## src/hdl/modexp_pkg.sv

```systemverilog
package modexp_pkg;

   localparam int BASE_W = 30;
   localparam int POWER_W = 32;
   localparam int OPND_W = 31;
   localparam int PROD_W = 2 * OPND_W;
   localparam int RED_W = 32;
   localparam int EXP_BITS_DEFAULT = 32;

   localparam logic [BASE_W-1:0] PRIME = 30'd1000000007;
   localparam logic [RED_W-1:0] PRIME_RED = 32'd1000000007;
   localparam logic [RED_W-1:0] PRIME_X3 = 32'd3000000021;
   // floor(2^60 / prime), the Barrett reciprocal for a 30-bit modulus.
   localparam logic [OPND_W-1:0] BARRETT_MU = 31'd1152921496;
   localparam logic [BASE_W-1:0] ACC_ONE = 30'd1;

   typedef enum logic [2:0] {
      ST_IDLE,
      ST_BIT,
      ST_SQUARE,
      ST_MUL_GO,
      ST_MULTIPLY,
      ST_DONE
   } top_state_type;

   typedef enum logic [2:0] {
      MM_IDLE,
      MM_QEST,
      MM_QP,
      MM_SUB,
      MM_FIX
   } mm_state_type;

   typedef struct packed {
      logic              start;
      logic [BASE_W-1:0] a;
      logic [BASE_W-1:0] b;
   } mm_req_type;

   typedef struct packed {
      logic              done;
      logic [BASE_W-1:0] result;
   } mm_rsp_type;

endpackage

```

## src/hdl/modexp_req_if.sv

```systemverilog
interface modexp_req_if import modexp_pkg::*; ();
   logic               valid;
   logic               ready;
   logic [BASE_W-1:0]  base_value;
   logic [POWER_W-1:0] power;

   modport source (output valid, output base_value, output power, input ready);
   modport sink (input valid, input base_value, input power, output ready);
endinterface

```

## src/hdl/modexp_rsp_if.sv

```systemverilog
interface modexp_rsp_if import modexp_pkg::*; ();
   logic              valid;
   logic              ready;
   logic [BASE_W-1:0] residue;

   modport source (output valid, output residue, input ready);
   modport sink (input valid, input residue, output ready);
endinterface

```

## src/hdl/modexp_mulmod.sv

```systemverilog
module modexp_mulmod import modexp_pkg::*; (
   input  logic       clock,
   input  logic       reset,
   input  mm_req_type mm_req,
   output mm_rsp_type mm_rsp
);

   mm_state_type      state_ff, state_in;
   logic [PROD_W-1:0] prod_ff, prod_in;
   logic [RED_W-1:0]  xlow_ff, xlow_in;
   logic [RED_W-1:0]  r_ff, r_in;
   logic [OPND_W-1:0] mul_a, mul_b;
   logic [PROD_W-1:0] mul_full;

   // The one multiplier, shared by the product and both Barrett steps.
   assign mul_full = {{OPND_W{1'b0}}, mul_a} * {{OPND_W{1'b0}}, mul_b};

   always_ff @(posedge clock) begin
      if (reset) begin
         state_ff <= MM_IDLE;
      end else begin
         state_ff <= state_in;
      end
   end

   always_ff @(posedge clock) begin
      prod_ff <= prod_in;
      xlow_ff <= xlow_in;
      r_ff <= r_in;
   end

   always_comb begin
      state_in = state_ff;
      prod_in = prod_ff;
      xlow_in = xlow_ff;
      r_in = r_ff;
      mul_a = {1'b0, mm_req.a};
      mul_b = {1'b0, mm_req.b};
      mm_rsp.done = 1'b0;
      mm_rsp.result = r_ff[BASE_W-1:0];
      case (state_ff)
         MM_IDLE: begin
            if (mm_req.start) begin
               prod_in = mul_full;
               state_in = MM_QEST;
            end
         end
         MM_QEST: begin
            // Quotient estimate from the product shifted down by 29 bits.
            mul_a = prod_ff[2*BASE_W-1:BASE_W-1];
            mul_b = BARRETT_MU;
            xlow_in = prod_ff[RED_W-1:0];
            prod_in = mul_full;
            state_in = MM_QP;
         end
         MM_QP: begin
            mul_a = prod_ff[PROD_W-1:PROD_W-OPND_W];
            mul_b = {1'b0, PRIME};
            prod_in = mul_full;
            state_in = MM_SUB;
         end
         MM_SUB: begin
            // The remainder is below three times the prime, so 32 bits suffice.
            r_in = xlow_ff - prod_ff[RED_W-1:0];
            state_in = MM_FIX;
         end
         MM_FIX: begin
            if (r_ff >= PRIME_RED) begin
               r_in = r_ff - PRIME_RED;
            end else begin
               mm_rsp.done = 1'b1;
               state_in = MM_IDLE;
            end
         end
         default: begin
            state_in = MM_IDLE;
         end
      endcase
   end

   assert property (@(posedge clock) disable iff (reset)
      mm_req.start |-> (state_ff == MM_IDLE))
      else $error("mulmod started while busy");

   assert property (@(posedge clock) disable iff (reset)
      (state_ff == MM_FIX) |-> (r_ff < PRIME_X3))
      else $error("Barrett remainder out of bound");

   assert property (@(posedge clock) disable iff (reset)
      mm_rsp.done |=> (state_ff == MM_IDLE))
      else $error("mulmod did not return to idle after done");

endmodule

```

## src/hdl/modular_exponentiation.sv

```systemverilog
// Modular exponentiation modulo 1000000007 by left-to-right square and multiply.
// While the accumulator is still one, an exponent bit is consumed directly; otherwise it
// costs a square and, when the bit is set, a multiply, all through one shared multiplier.
// Throughput: one request at a time; the next is taken once the result is registered.
// Reset is synchronous and active high, and clears the sequencer and the result valid.
module modular_exponentiation import modexp_pkg::*; #(
   parameter int EXP_BITS = EXP_BITS_DEFAULT
) (
   input logic         clock,
   input logic         reset,
   modexp_req_if.sink   req_bus,
   modexp_rsp_if.source rsp_bus
);

   localparam int CNT_W = $clog2(EXP_BITS + 1);

   top_state_type       state_ff, state_in;
   logic [BASE_W-1:0]   acc_ff, acc_in;
   logic [BASE_W-1:0]   base_ff, base_in;
   logic [EXP_BITS-1:0] exp_ff, exp_in;
   logic [CNT_W-1:0]    left_ff, left_in;
   logic                rsp_valid_ff, rsp_valid_in;
   logic [BASE_W-1:0]   residue_ff, residue_in;
   logic [EXP_BITS-1:0] exp_load;
   logic [BASE_W-1:0]   base_red;
   logic                cur_bit;
   logic                can_load;
   mm_req_type          mm_req;
   mm_rsp_type          mm_rsp;

   modexp_mulmod u_mulmod (
      .clock  (clock),
      .reset  (reset),
      .mm_req (mm_req),
      .mm_rsp (mm_rsp)
   );

   generate
      if (EXP_BITS <= POWER_W) begin : g_exp_trunc
         assign exp_load = req_bus.power[EXP_BITS-1:0];
      end else begin : g_exp_ext
         assign exp_load = {{(EXP_BITS-POWER_W){1'b0}}, req_bus.power};
      end
   endgenerate

   // A 30-bit base is below twice the prime, so one subtraction reduces it.
   assign base_red = (req_bus.base_value >= PRIME) ? (req_bus.base_value - PRIME)
                                                   : req_bus.base_value;
   assign cur_bit = exp_ff[EXP_BITS-1];
   assign can_load = !rsp_valid_ff || rsp_bus.ready;

   assign req_bus.ready = (state_ff == ST_IDLE);
   assign rsp_bus.valid = rsp_valid_ff;
   assign rsp_bus.residue = residue_ff;

   always_ff @(posedge clock) begin
      if (reset) begin
         state_ff <= ST_IDLE;
         rsp_valid_ff <= 1'b0;
      end else begin
         state_ff <= state_in;
         rsp_valid_ff <= rsp_valid_in;
      end
   end

   always_ff @(posedge clock) begin
      acc_ff <= acc_in;
      base_ff <= base_in;
      exp_ff <= exp_in;
      left_ff <= left_in;
      residue_ff <= residue_in;
   end

   always_comb begin
      state_in = state_ff;
      acc_in = acc_ff;
      base_in = base_ff;
      exp_in = exp_ff;
      left_in = left_ff;
      rsp_valid_in = rsp_valid_ff && !rsp_bus.ready;
      residue_in = residue_ff;
      mm_req.start = 1'b0;
      mm_req.a = acc_ff;
      mm_req.b = acc_ff;
      case (state_ff)
         ST_IDLE: begin
            if (req_bus.valid) begin
               base_in = base_red;
               exp_in = exp_load;
               left_in = CNT_W'(EXP_BITS);
               acc_in = ACC_ONE;
               state_in = ST_BIT;
            end
         end
         ST_BIT: begin
            if (left_ff == '0) begin
               state_in = ST_DONE;
            end else if (acc_ff == ACC_ONE) begin
               // Squaring one gives one, and one times the base is the base.
               if (cur_bit) begin
                  acc_in = base_ff;
               end
               exp_in = exp_ff << 1;
               left_in = left_ff - CNT_W'(1);
            end else begin
               mm_req.start = 1'b1;
               state_in = ST_SQUARE;
            end
         end
         ST_SQUARE: begin
            if (mm_rsp.done) begin
               acc_in = mm_rsp.result;
               if (cur_bit) begin
                  state_in = ST_MUL_GO;
               end else begin
                  exp_in = exp_ff << 1;
                  left_in = left_ff - CNT_W'(1);
                  state_in = ST_BIT;
               end
            end
         end
         ST_MUL_GO: begin
            mm_req.b = base_ff;
            mm_req.start = 1'b1;
            state_in = ST_MULTIPLY;
         end
         ST_MULTIPLY: begin
            if (mm_rsp.done) begin
               acc_in = mm_rsp.result;
               exp_in = exp_ff << 1;
               left_in = left_ff - CNT_W'(1);
               state_in = ST_BIT;
            end
         end
         ST_DONE: begin
            if (can_load) begin
               rsp_valid_in = 1'b1;
               residue_in = acc_ff;
               state_in = ST_IDLE;
            end
         end
         default: begin
            state_in = ST_IDLE;
         end
      endcase
   end

   assert property (@(posedge clock) disable iff (reset)
      (state_ff != ST_IDLE) |-> (acc_ff < PRIME))
      else $error("accumulator not reduced");

   assert property (@(posedge clock) disable iff (reset)
      rsp_valid_ff |-> (residue_ff < PRIME))
      else $error("result not reduced");

   assert property (@(posedge clock) disable iff (reset)
      (state_ff == ST_BIT) |-> (left_ff <= CNT_W'(EXP_BITS)))
      else $error("bit counter beyond exponent width");

endmodule

```

## src/flat_wrapper.sv

```systemverilog
// flat-port wrapper written by rule: the top's interface ports become plain ports
module modular_exponentiation_flat import modexp_pkg::*;
#(
   parameter int EXP_BITS = EXP_BITS_DEFAULT
)
  (clock, reset, req_bus_valid, req_bus_base_value, req_bus_power, req_bus_ready, rsp_bus_valid, rsp_bus_residue, rsp_bus_ready);
  modexp_req_if req_bus_i ();
  modexp_rsp_if rsp_bus_i ();
  input logic clock;
  input logic reset;
  input wire logic [$bits(req_bus_i.valid)-1:0] req_bus_valid;
  input wire logic [$bits(req_bus_i.base_value)-1:0] req_bus_base_value;
  input wire logic [$bits(req_bus_i.power)-1:0] req_bus_power;
  output wire logic [$bits(req_bus_i.ready)-1:0] req_bus_ready;
  output wire logic [$bits(rsp_bus_i.valid)-1:0] rsp_bus_valid;
  output wire logic [$bits(rsp_bus_i.residue)-1:0] rsp_bus_residue;
  input wire logic [$bits(rsp_bus_i.ready)-1:0] rsp_bus_ready;
  assign req_bus_i.valid = req_bus_valid;
  assign req_bus_i.base_value = req_bus_base_value;
  assign req_bus_i.power = req_bus_power;
  assign req_bus_ready = req_bus_i.ready;
  assign rsp_bus_valid = rsp_bus_i.valid;
  assign rsp_bus_residue = rsp_bus_i.residue;
  assign rsp_bus_i.ready = rsp_bus_ready;
  modular_exponentiation #(.EXP_BITS(EXP_BITS)) u_core (.clock(clock), .reset(reset), .req_bus(req_bus_i), .rsp_bus(rsp_bus_i));
endmodule
```

## config.mk

```make
export PLATFORM = sky130hd
export DESIGN_NAME = modular_exponentiation_flat
export DESIGN_NICKNAME = d
export VERILOG_FILES = /design/src/hdl/modexp_pkg.sv /design/src/hdl/modexp_req_if.sv /design/src/hdl/modexp_rsp_if.sv /design/src/hdl/modexp_mulmod.sv /design/src/hdl/modular_exponentiation.sv /design/src/flat_wrapper.sv
export SDC_FILE = /design/constraint.sdc
export NUM_CORES = 2
export LEC_CHECK = 0
export BUFFER_PORTS_ARGS = -buffer_cell sky130_fd_sc_hd__buf_2
export CAP_MARGIN = 20
export CORE_ASPECT_RATIO = 0.8
export CORE_UTILIZATION = 35
export CTS_CLUSTER_DIAMETER = 60
export DETAILED_ROUTE_END_ITERATION = 10
export PLACE_DENSITY = 0.5
export SLEW_MARGIN = 0
export SYNTH_ARGS = -nofsm -noshare
export SYNTH_HDL_FRONTEND = slang
export SYNTH_HIERARCHICAL = 1
export SYNTH_SLANG_ARGS = --single-unit
```

## constraint.sdc

```tcl
create_clock -name clock -period 16 [get_ports clock]
set_input_delay 1.6 -clock clock [delete_from_list [all_inputs] [get_ports clock]]
set_output_delay 1.6 -clock clock [all_outputs]
set_load 0.02 [all_outputs]
```

; Word-level counts from Yosys, hierarchy flattened
; Index checks and enable logic that the tools add are counted.
[word_totals]
ff_bits = 261
inputBits = 66
output_inout_bits = 32
elab_cells = 110
[op_classes]
addsub = 4
n_mul = 1
n_lt_le_gt_ge = 2
n_eq_ne = 23
mux = 46
reduce_logical = 22
[ops]
columns = cell, count
row1 = 32-bit 2-to-1 mux, 7
row2 = 30-bit 2-to-1 mux, 7
row3 = 32-bit one-hot mux with 4 select lines, 1
row4 = 31-bit one-hot mux with 2 select lines, 2
row5 = 62-bit one-hot mux with 2 select lines, 1
row6 = 30-bit one-hot mux with 3 select lines, 1
row7 = 32-bit one-hot mux with 2 select lines, 1
row8 = 31-bit by 31-bit multiplier with 62-bit output, 1
row9 = 62-bit 2-to-1 mux, 1
row10 = 6-bit 2-to-1 mux, 6
row11 = 32-bit by 30-bit greater-or-equal comparator with 1-bit output (second input constant), 1
row12 = 32-bit by 30-bit subtractor with 32-bit output (second input constant), 1
row13 = 32-bit subtractor, 1
row14 = 30-bit by 1-bit == test with 1-bit output (second input constant), 1
row15 = 30-bit greater-or-equal comparator (second input constant), 1
row16 = 30-bit subtractor (second input constant), 1
row17 = 3-bit 2-to-1 mux, 8
row18 = 6-bit one-hot mux with 4 select lines, 1
row19 = 3-bit one-hot mux with 6 select lines, 1
row20 = 3-bit one-hot mux with 5 select lines, 1
row21 = 2-bit by 1-bit inequality test with 1-bit output (second input constant), 7
row22 = 3-bit by 2-bit == test with 1-bit output (second input constant), 4
row23 = 6-bit AND reduction, 2
row24 = 2-bit inequality test (second input constant), 5
row25 = 19 further kinds, 35

; Longest topological paths before layout
[logic_depth]
ltp_word = 6
depth_mapped = 34
depth_no_buf = 30

; By module
; The synthesis kept the hierarchy.
[modules_own_cells]
columns = mod, n_inst, cells_each, area_per_inst_um2, seq_area_each_um2
row1 = modexp_mulmod, 1, 4193, 37857.6, 3843.7
row2 = modular_exponentiation, 1, 454, 6202.2, 3923.8

; Worst setup path before layout
; No wires, ideal clock.
[synth_path]
path_type = reg-to-reg
start = register u_core.u_mulmod.state_ff[0]
end = register u_core.u_mulmod.prod_ff[61], data pin
setup_time_ns = 0.260
t_arrival_ns = 9.098
t_required_ns = 15.740
slack_ns = 6.642
stages_incl_launch_ff = 33
path_buffers = 5
synth_period_minus_slack_ns = 9.358
cell_sequence = dfxtp_1 -> or3b_2 -> buf_2 -> inv_1 -> buf_2 -> clkbuf_1 -> buf_1 -> nor2_1 -> nor2_1 -> nand2_1 -> fa_1 -> inv_1 -> fa_1 -> fa_1 -> inv_1 -> fa_1 -> inv_1 -> fa_1 -> fa_1 -> fa_1 -> inv_1 -> fa_1 -> inv_1 -> ha_1 -> clkbuf_1 -> and3_1 -> a221o_1 -> a21o_1 -> a211o_1 -> or2_1 -> a21o_1 -> a41oi_1 -> xnor2_1
[synth_via]
elab_chain_len = 5
elab_cells_between_ends = 9
classes_between = 1 x mul / 2 x eq/ne / 4 x mux / 2 x reduce/logical
[synth_lines]
columns = element, line_no
row1 = "start, declared", modexp_mulmod.sv:8  ; mm_state_type state_ff, state_in;
row2 = "start signal, assigned", modexp_mulmod.sv:22  ; state_ff <= state_in;
row3 = 3-bit by 2-bit == test with 1-bit output or 3-bit by 1-bit == test with 1-bit output (tied branches), modexp_mulmod.sv:41  ; case (state_ff)
row4 = 31-bit one-hot mux with 2 select lines, modexp_mulmod.sv:41
row5 = 31-bit by 31-bit multiplier with 62-bit output *, modexp_mulmod.sv:16  ; assign mul_full = {{OPND_W{1'b0}}, mul_a} * {{OPND_W{1'b0}}, mul_b};
row6 = named net u_core.u_mulmod.mul_full[61], modexp_mulmod.sv:13  ; logic [PROD_W-1:0] mul_full;
row7 = 62-bit 2-to-1 mux, modexp_mulmod.sv:43  ; if (mm_req.start) begin
row8 = 62-bit one-hot mux with 2 select lines *, modexp_mulmod.sv:41
row9 = "end signal, assigned", modexp_mulmod.sv:27  ; prod_ff <= prod_in;
row10 = "end, declared", modexp_mulmod.sv:9  ; logic [PROD_W-1:0] prod_ff, prod_in;
; The timed path passes the listed nets; every way through them passes the cells marked *. The select of a mux whose other input is x is not followed.
; A chain may end at the register's enable or synchronous reset.

; Worst setup path after layout
[layout_path]
start = register u_core.u_mulmod.state_ff[1]
end = register u_core.u_mulmod.prod_ff[60], data pin
; The elaborated chain is that of the path after synthesis.

==> impl_metrics.json <==
{
  "final_area_mm2": 0.0475,
  "postPlaceCellArea_mm2": 0.0465,
  "fmax_mhz": 86.7,
  "cts_resized": 0,
  "synth_seq_area_share": 0.176,
  "die_area_mm2": 0.127,
  "ys.flop_type": "edfxtp_1",
  "ant_nets": 0,
  "syn-cell-area_mm2": 0.0441,
  "r2r_cells": 25,
  "drt_iter0_drc": 3501,
  "critPathLaunch": "u_core/u_mulmod/state_ff[1]",
  "dp_hpwl_um": 135000,
  "async_flop_share": 0,
  "io_buffers": 97,
  "outcome": "finished, final reports clean",
  "synth_top_area_frac": 0.381,
  "ctsHoldBuffers": 0,
  "min_period_ns": 11.54,
  "drive_gt1_frac": 0.0772,
  "finalWirelength_um": 168000,
  "track_usage": 0.267,
  "hp-start": "u_core/u_mulmod/prod_ff[4]",
  "io_pins": 98,
  "antenna_found_initial": 11,
  "min_path_type": "flop to flop",
  "netlist_top_cells_count": "inv_1 (848), fa_1 (838), nor2_1 (600), nand2_1 (550), ha_1 (290)",
  "grt_pass1_vias": 35100,
  "cts_made_buffers": 26,
  "r2r_start": "u_core/u_mulmod/state_ff[1]",
  "wl_per_cell_um": 26.6,
  "coreArea_mm2": 0.125,
  "area_growth_pct": 7.92,
  "synth-edff-count": 254,
  "path_class": "flop to flop",
  "worst_slew_pin_slew_ns": 1.25,
  "critPathMaxFanout": 48,
  "h-tree-depth": 1,
  "cts_sinks": 261,
  "cts_root_buffer": "clkbuf_16",
  "via_per_inst": 5.42,
  "worstPathRequired_ns": 16.32,
  "drv_slew": 0,
  "post-synth-top-count-cell": "inv_1",
  "rsz0062_at_grt": "no",
  "regToRegSetupSlack_ns": 4.46,
  "multi_input_area_mm2": 0.0322,
  "grt_pass1_wl_um": 246000,
  "remaining_drc_errors": 0,
  "endpoint_kind": "flop",
  "maxCapViolations": 0,
  "hold_violations": 0,
  "overflow": 0,
  "drt_pass1_iterations": 6,
  "yosysWarnings": 6,
  "syn_avg_cell_area_um2": 9.48,
  "period_share": 0.721,
  "start_util": 0.353,
  "finalSetupViolCount": 0,
  "fin_tns_setup_ns": 0,
  "slew_headroom": 0.168,
  "grt_start_max_net_pins": 63,
  "ys_ff_latch": 261,
  "yosysUniqueCellTypes": 84,
  "nNetsFinal": 5825,
  "synth_cells": 4647,
  "r2r-end": "u_core/u_mulmod/prod_ff[60]",
  "num_vias": 34200,
  "ff_latch_area_mm2": 0.00777,
  "clock_skew_ns": 0.0353,
  "rows": 116,
  "cp.arrival_ns": 11.86,
  "endpoint": "u_core/u_mulmod/prod_ff[60]",
  "cts_tree": "yes",
  "die_h_um": 319,
  "synth_top_cell_by_area": "fa_1",
  "clock_latency_ns": 0.60,
  "synth_area_leaders": "fa_1 (38%), edfxtp_1 (17%), ha_1 (8.2%)",
  "start_kind": "flop",
  "chipWidth_um": 399,
  "cts_setup_buffers": 0,
  "path_clk_slew_ns": 0.09,
  "fillers": 12700,
  "clk_path_buf_depth": 3,
  "gp_congestion": 0.979
}
## layer usage
metal / GRT usage / routed length [um] / up-vias
met4: 0.0759 / 5830 / 4
met5: 0 / 27 / -
met2: 0.380 / 69500 / 1571
met1: 0.397 / 76200 / 17800
met3: 0.0689 / 16300 / 263
li1: - / - / 14600
## cells by family (layout without fill, tap and decap cells)
logic type	count (synthesis)	in the layout	share of synthesized area
buf+inv	1100	1100	0.0975
flops	261	261	0.176
fa+ha+maj	1128	1128	0.463
compound gates	554	554	0.0891
xor+xnor	136	136	0.0270
simple gates	1429	1429	0.138
mux	37	37	0.00931
other cells	2	8	0.000170
## layout by cell type, fill, tap and decap left out, types with 8 or more instances in the layout
cell,count
nand2b_1,21
a21oi_2,8
xnor2_1,71
and3_1,49
a22o_1,76
a31oi_1,18
o21a_1,8
edfxtp_1,254
a21o_1,65
xor2_1,65
nor4_1,15
nand4_1,22
o21ai_0,62
a221o_1,19
nor3_1,30
a21oi_1,135
buf_4,101
inv_1,847
fa_1,838
a22oi_1,15
buf_2,98
nor2_2,10
a221oi_2,14
ha_1,290
or3_1,13
a211oi_1,11
nor2b_1,16
nand2_1,550
o21ai_1,18
o21bai_1,15
nor2_1,586
and2_1,40
mux2_2,32
o211ai_1,11
nand3_1,39
clkbuf_16,26
## critical path, cell delays in order (launching register included)
cell and delay (ns):
dfxtp_1 0.45, or3b_2 0.74, inv_4 0.50, nor2_4 0.06, buf_4 0.30, a22oi_1 0.90, nand2_1 1.01, nand2_1 0.31
fa_1 0.49, fa_1 0.55, fa_1 0.48, fa_1 0.56, inv_1 0.06, fa_1 0.56, fa_1 0.43, fa_1 0.59
fa_1 0.44, ha_1 0.41, a21oi_1 0.23, o21ai_0 0.12, a221oi_1 0.63, nand2_1 0.20, o221ai_2 0.40, o31ai_4 0.13
a21o_1 0.23, a211oi_1 0.45
## worst min-delay path by stage
stage	to	depth (start not counted)
global route	u_core/u_mulmod/xlow_ff[25]	0
global placement	u_core/u_mulmod/xlow_ff[30]	0
CTS	u_core/u_mulmod/xlow_ff[30]	0
detailed placement	u_core/u_mulmod/xlow_ff[30]	0
finish	u_core/u_mulmod/xlow_ff[4]	0
floorplan	u_core/u_mulmod/xlow_ff[10]	0
## through the flow
stage	setup slack, ns	util	hold WS, ns	cells
3_5_place_dp	4.60	0.372	0.439	6252
2_1_floorplan	6.64	-	0.426	4651
3_3_place_gp	4.67	0.372	0.431	6249
5_1_grt	4.19	0.380	0.475	6303
6_report	4.46	0.380	0.458	6305
4_1_cts	4.58	0.380	0.459	6300
## sequential cells by signal (all words and copies together) (netlist names)
signal                    count
u_core/u_mulmod/prod_ff      62
u_core/exp_ff                32
u_core/u_mulmod/r_ff         32
u_core/u_mulmod/xlow_ff      32
u_core/acc_ff                30
u_core/base_ff               30
u_core/rsp_bus.residue       30
u_core/left_ff                6
u_core/state_ff               3
u_core/u_mulmod/state_ff      3
u_core/rsp_bus.valid          1
## cell type report
cell class / count / share of cell area
Inverter: 848 / 0.0670
Sequential cell: 261 / 0.163
Clock buffer: 30 / 0.0140
Clock inverter: 18 / 0.00579
Tap cell: 1652 / 0.0435
Multi-Input combinational cell: 3290 / 0.678
Antenna cell: 2 / 0.000105
Timing Repair Buffer: 204 / 0.0286
Power is left out: the tool's default activity adds up to more than one toggle a clock period on the data nets, which glitch-free logic cannot reach.
